File: config.mk
export PLATFORM = sky130hd
export DESIGN_NAME = emp_front
export DESIGN_NICKNAME = d
export VERILOG_FILES = /design/src/design/emp_pkg.sv /design/src/design/emp_front.sv
export SDC_FILE = /design/constraint.sdc
export NUM_CORES = 1
export LEC_CHECK = 0
export ABC_AREA = 1
export BUFFER_PORTS_ARGS = -buffer_cell sky130_fd_sc_hd__buf_4
export CORE_UTILIZATION = 47
export CTS_BUF_LIST = sky130_fd_sc_hd__clkbuf_16
export DETAILED_ROUTE_END_ITERATION = 10
export PLACE_DENSITY = 0.85
export SLEW_MARGIN = 20
export SYNTH_ARGS = -nofsm -noshare
export SYNTH_HDL_FRONTEND = slang
export SYNTH_SLANG_ARGS = --single-unit
File: constraint.sdc
create_clock -name clk -period 2.87 [get_ports clk]
set_input_delay 0.1435 -clock clk [delete_from_list [all_inputs] [get_ports clk]]
set_output_delay 0.1435 -clock clk [all_outputs]
set_load 0.02 [all_outputs]
File: src/design/emp_pkg.sv
package emp_pkg;

  localparam int CHANNELS_DEF   = 4;
  localparam int TIMER_BITS_DEF = 16;

  typedef enum logic [1:0] {
    CMD_FALL   = 2'd0,
    CMD_RISE   = 2'd1,
    CMD_RELOAD = 2'd2,
    CMD_SAMPLE = 2'd3
  } cmd_t;

  typedef enum logic [1:0] {
    REG_PPR   = 2'd0,
    REG_SCALE = 2'd1,
    REG_REV   = 2'd2,
    REG_CHANS = 2'd3
  } reg_index_t;

  typedef enum logic [1:0] {
    DIR_NONE     = 2'd0,
    DIR_FORWARD  = 2'd1,
    DIR_BACKWARD = 2'd3
  } dir_t;

  typedef enum logic [1:0] {
    ST_IDLE,
    ST_MUL,
    ST_DIV,
    ST_DONE
  } back_state_t;

  typedef struct packed {
    logic [15:0] ppr;
    logic [31:0] scale;
    logic [3:0]  rev;
    logic [2:0]  chans;
  } cfg_t;

  typedef struct packed {
    cmd_t        cmd;
    logic        active;
    logic [1:0]  channel;
    logic        b_level;
    logic [15:0] timer_now;
    logic [15:0] edge_capture;
  } item_t;

endpackage

File: src/design/emp_front.sv
module emp_front import emp_pkg::*; #(
  parameter int CHANNELS = CHANNELS_DEF
) (
  input  logic        clk,
  input  logic        rst,
  input  cfg_t        cfg,
  input  logic        in_valid,
  output logic        in_stall,
  input  logic [1:0]  cmd,
  input  logic [1:0]  channel,
  input  logic        b_level,
  input  logic [15:0] timer_now,
  input  logic [15:0] edge_capture,
  output logic        q_valid,
  output item_t       q_item,
  input  logic        q_pop
);

  item_t       slots [2];
  logic        wr_ptr;
  logic        rd_ptr;
  logic [1:0]  count;
  logic        push;
  item_t       item_in;

  always_comb begin
    item_in.cmd          = cmd_t'(cmd);
    item_in.active       = ({1'b0, channel} < cfg.chans) && (32'(channel) < CHANNELS);
    item_in.channel      = channel;
    item_in.b_level      = b_level;
    item_in.timer_now    = timer_now;
    item_in.edge_capture = edge_capture;
  end

  assign in_stall = (count == 2'd2);
  assign push     = in_valid && !in_stall;
  assign q_valid  = (count != 2'd0);
  assign q_item   = slots[rd_ptr];

  always_ff @(posedge clk) begin
    if (rst) begin
      wr_ptr <= 1'b0;
      rd_ptr <= 1'b0;
      count  <= 2'd0;
    end else begin
      if (push) wr_ptr <= !wr_ptr;
      if (q_pop) rd_ptr <= !rd_ptr;
      count <= count + {1'b0, push} - {1'b0, q_pop};
    end
  end

  always_ff @(posedge clk) begin
    if (push) slots[wr_ptr] <= item_in;
  end

endmodule

==> results of run 1 <==
==> synthesized netlist by cell type <==
cell type / n
dfxtp_1: 5
mux2_2: 18
inv_1: 11
nand2_1: 7
nand3_1: 2
mux2_4: 20
edfxtp_1: 76
xnor2_1: 1
a21boi_0: 1
nor2_1: 6
buf_2: 1
buf_6: 3
a21oi_1: 2
o21bai_1: 1
ha_1: 3
==> worst paths after layout <==
check / cells after the start / slack (ns) / from / to
setup / recovery: 3 / 0.91 / flop / q_item[5]
hold / removal: 1 / 0.008 / cmd[0] / slots[0][36]
setup reg to reg: 5 / 1.00 / count[0] / slots[1][13]
hold reg to reg: 2 / 0.58 / rd_ptr / flop
==> per-layer routing <==
layer / up-vias / part of all wire, % / global-route usage, %
li1: 845 / - / -
met1: 855 / 38 / 17.9
met2: 63 / 55 / 32.0
met3: 11 / 5.2 / 3.68
met4: 0 / 2.0 / 10.2
met5: - / 0 / 0
==> stage by stage <==
stage | util, % | instance area (um^2)
CTS | 70.4 | 4470
finish | 70.4 | 4470
global route | 70.4 | 4470
floorplan | - | 3100
global placement | 60.6 | 3840
detailed placement | 60.6 | 3840
==> flip-flops by register name (all words and copies together), names as in the netlist, named ones only <==
signal / flops
slots: 76
count: 2
rd_ptr: 1
wr_ptr: 1
==> logic make-up (layout without fill, tap and decap cells) <==
family / Yosys count / in the layout / share of synthesized area (%)
xor+xnor: 1 / 1 / 0.283
buf+inv: 15 / 147 / 2.59
compound gates: 4 / 4 / 0.809
fa+ha+maj: 3 / 3 / 1.21
mux: 38 / 38 / 16.2
simple gates: 15 / 15 / 1.90
flops: 81 / 81 / 77.0
==> report_power, final <==
group,internal (mW),switching [mW]
Clock,0.663,0.423
Combinational,0.289,0.275
Sequential,1.41,0.0406
Total,2.37,0.739
==> final cells by class <==
class	count	area [um^2]	area share, %
repair buffers	120	1020	22.9
flip-flops and latches	81	2380	53.3
clock inverters	7	62.6	1.40
clock buffers	9	225	5.03
multi-input cells	61	641	14.3
inverters	11	41.3	0.923
well taps	77	96.3	2.15
==> impl_metrics.toml, run 1 <==
[setup_path]
critPathMaxStageDelay_ns = 0.69
cp.buffers_inverters = 2
path_max_fanout = 20
required_ns = 2.73
path_class = "flop to output pin"
cp_data_arrival_time_ns = 1.81
startpoint_type = "flop"
path_delay_family = "flip-flops"
path_cells = "buf_12, mux2_2, buf_4"
critPathSlowestCell = "dfxtp_2"
setup.worst_path.end_class = "output pin"

[cts]
clk_path_buf_depth = 2
numCtsBuffers = 9
cts_hold_buf = 34
cts_sinks = 81
cts_resized = 0
cts_tree = "done"
ctsRootBufferMaster = "clkbuf_16"
postCtsSetupBuffers = 0
clk_pin_slew_worst_paths_ns = 0.06
clock_latency_ns = 0.33
htreeDepth = 3

[sta]
final_max_slew_viol_count = 0
fin_skew_ns = 0.00751
holdWs_ns = 0.00784
worst_slew_pin_slew_ns = 0.742
period_needed_ns = 1.96
hold_viol_final = 0
setup_viol = 0
setup_slack_ns = 0.914
max_freq_ghz = 0.511
min_period_over_period_pct = 68.1
max-slew-margin-rel_pct = 50.2
rsz0062_at_grt = "false"
setup_tns_ns = 0

[pwr]
p_leak_nw = 1.79
p_per_area_nw_per_um2 = 694
total_power_mw = 3.11
ir_worst_vdd_uv = 459

[logic_synthesis]
ys_top_cells_by_area = "edfxtp_1 (74%), mux2_4 (9.7%), mux2_2 (6.5%)"
ys_ff_latch = 81
yosysTopAreaCell = "edfxtp_1"
netlist-cell-type-count = 15
avgSynthCellArea_um2 = 19.7
ys_seq_area_share_pct = 77.0
synth_fp_nets = 256
syn_area_um2 = 3100
yosys_warnings = 0
synth_top_area_share_pct = 73.7
synthCells = 157

[global_routing]
antenna_found_initial = 0
grt_pass1_vias = 1950
grt_max_degree = 21
grt_overflow = 0
track_usage_pct = 17.3
grt_first_pass_wirelength_um = 8870

[placed_design]
dp.cells = 316
place_hpwl_um = 3430
gp_congestion = 0.681
place_ws_ns = 0.990
numPortBuffers = 83

[detailed_routing]
detail-route-antenna-nets = 0
drt_iter0_drc = 65
num_vias = 1774
drt-total-wl_um = 5640
drc = 0
wire_per_inst_um = 15.4
first_pass_iters = 4
vias_per_cell = 4.85

[cells_and_area]
area_growth_pct = 44.5
instances_no_fill = 366
drive_gt1_share_pct = 48.4
mostFrequentLayoutCells = "buf_4 (83), edfxtp_1 (76), dlygate4sd3_1 (34)"
final_common_cell = "buf_4"
layout.nets = 383
fillers = 402
antennaDiodeCount = 0

[run_status]
status = "completed"

[floorplanning]
die_w_um = 83.2
initial_utilization_pct = 48.7
dieHeight_um = 83.2
io_pins = 136
core_area_um2 = 6350
rows = 29
die-area_um2 = 6910

[hold_path]
worstHoldPathType = "primary input to flop"

[flow_run]
maxCapViolCount = 0
Power figures use the tool's default switching activity.
==> inputs of run 2 (changes only) <==
Settings changed: ABC_AREA 1 to 0, CORE_UTILIZATION 47 to 42, PLACE_DENSITY 0.85 to 0.82.
Clock period 2.87 ns to 1.58 ns, I/O delays scaled along.
==> impl_metrics.toml, run 2 <==
[placed_design]
gp_congestion = 0.750
numPortBuffers = 83
dpl_cell_area_um2 = 3830
place_hpwl_um = 3230

[cts]
cts_sinks = 81
clk_pin_slew_worst_paths_ns = 0.05
clock_latency_ns = 0.32
clk_path_buf_depth = 2
numCtsBuffers = 9
ctsRootBufferMaster = "clkbuf_16"
htreeDepth = 3
cts_tree = "done"

[global_routing]
grt_first_pass_wirelength_um = 8350
track_usage_pct = 15.2
grt_overflow = 0
antenna_found_initial = 0
grt_max_degree = 21
grt_pass1_vias = 1870

[pwr]
seq_power_share_pct = 42.6
p_per_area_nw_per_um2 = 1350
p_sw_mw = 1.35
internal_power_mw = 4.86
total_power_mw = 6.21
p_comb_share_pct = 18.2
ir_worst_vdd_uv = 832
p_clk_share_pct = 39.2
switching_share_pct = 21.7
p_leak_nw = 1.77

[floorplanning]
initial_utilization_pct = 43.8
die-area_um2 = 7510
rows = 30
dieHeight_um = 86.7
core_area_um2 = 6870
die_w_um = 86.7
io_pins = 136

[detailed_routing]
drt_iter0_drc = 54
drc = 0
vias_per_cell = 4.56
first_pass_iters = 4
drt-total-wl_um = 5330
wire_per_inst_um = 13.8
detail-route-antenna-nets = 0
num_vias = 1754

[logic_synthesis]
synthArstFlopShare_pct = 0
ys_top_cells_by_area = "edfxtp_1 (76%), mux2_2 (14%), dfxtp_1 (3.3%)"
synth_edf_count = 76
yosys_warnings = 0
synth_top_area_share_pct = 75.8
synth_fp_nets = 248
synthCells = 149
synth_common_cells = "edfxtp_1 (76), mux2_2 (38), dfxtp_1 (5)"
yosysMostFrequentCell = "edfxtp_1"
synth_ff_type = "edfxtp_1"
avgSynthCellArea_um2 = 20.2
yosysTopAreaCell = "edfxtp_1"
netlist-cell-type-count = 22
ys_seq_area_share_pct = 79.1
ys_ff_latch = 81
syn_area_um2 = 3010

[setup_path]
critPathMaxStageDelay_ns = 0.33
path_cells = "nand2b_4, nand2_4, ha_4, inv_2, ha_2, xor2_1, and2_1, nor3_1"
startpoint_type = "flop"
path_class = "flop to flop"
setup.worst_path.end_class = "flop"
required_ns = 1.82
path_max_fanout = 3
critPathSlowestCell = "dfxtp_2"
cp_data_arrival_time_ns = 1.77

[sta]
hold_viol_final = 0
max-slew-margin-rel_pct = 85.2
fin_skew_ns = 0.00487
final_max_slew_viol_count = 0
min_period_over_period_pct = 96.6
worst_slew_pin_slew_ns = 0.220
setup_viol = 0
holdWs_ns = 0.0463
max_freq_ghz = 0.655
period_needed_ns = 1.53

[cells_and_area]
drive_gt1_share_pct = 53.6
reg_top3 = "slots x76, count x2"
antennaDiodeCount = 0
design_area_um2 = 4610
area_growth_pct = 53.0
layout.nets = 383
final_common_cell = "buf_4"
regMostFlops = "slots"
largest_reg_flops = 76
mostFrequentLayoutCells = "buf_4 (84), edfxtp_1 (76), mux2_2 (38), dlygate4sd3_1 (38), clkbuf_16 (9)"

[run_status]
status = "completed"

[flow_run]
maxCapViolCount = 0

[hold_path]
worstHoldPathType = "primary input to flop"
## run 2: routing by layer
metal | GRT usage, % | vias up | wire length, um
li1 | - | 844 | -
met1 | 16.5 | 846 | 2170
met2 | 27.6 | 53 | 2910
met3 | 4.86 | 11 | 164
met4 | 5.76 | 0 | 94
met5 | 0 | - | 0
## run 2: timing repair
action / in CTS / in global routing
endpoints found under the setup margin: 0 / 21
hold endpoints to repair: 79 / 0
hold buffers: 38 / 0
buffers inserted: 0 / 1
resized for setup: 0 / 7
## run 2: logic make-up after synthesis
family	share of synthesized area (%)
compound gates	0.498
xor+xnor	0.582
fa+ha+maj	1.25
buf+inv	1.91
flops	79.1
mux	14.2
simple gates	2.45
## run 2: power groups by stage
stage / Combinational, mW / Clock (mW) / Sequential [mW]
after floorplan: 0.582 / 0 / 2.67
final: 1.13 / 2.44 / 2.65
after global routing: 1.21 / 2.57 / 2.66
after global placement: 1.02 / 0 / 2.67
after CTS: 1.11 / 2.49 / 2.64
after detailed placement: 1.03 / 0 / 2.69
## run 2: worst max-delay path: cells and delay by family, from the launching register on
| family | cells | cell delay (ns) |
|---|---|---|
| buffers and inverters | 1 | 0.03 |
| XOR/XNOR | 1 | 0.14 |
| AND/OR/NAND/NOR | 4 | 0.54 |
| adder cells (fa/ha/maj) | 2 | 0.42 |
| flip-flops | 1 | 0.33 |
## run 2: per-stage QoR
step / utilization (%) / setup TNS, ns / setup WS [ns] / instances
CTS: 66.5 / 0 / 0.0305 / 384
detailed placement: 55.8 / 0 / 0.0784 / 330
finish: 67.1 / 0 / 0.0533 / 385
floorplan: - / -1.76 / -0.0463 / 149
global placement: 55.8 / 0 / 0.131 / 330
global route: 67.1 / -0.00660 / -0.00660 / 385
## run 2: final cells by class
class | count | area (um^2)
fillers | 470 | 2260
flip-flops and latches | 81 | 2380
repair buffers | 128 | 1110
clock inverters | 7 | 135
inverters | 5 | 25.0
multi-input cells | 59 | 604
clock buffers | 9 | 225
well taps | 96 | 120
## run 2: final timing paths
check | start | end | slack (ns) | cells past startpoint
worst max register to register | count[0] | count[1] | 0.05 | 8
worst max-delay path | count[0] | count[1] | 0.05 | 8
worst min register to register | wr_ptr | wr_ptr | 0.49 | 2
worst min-delay path | cfg[2] | slots[1][35] | 0.05 | 2
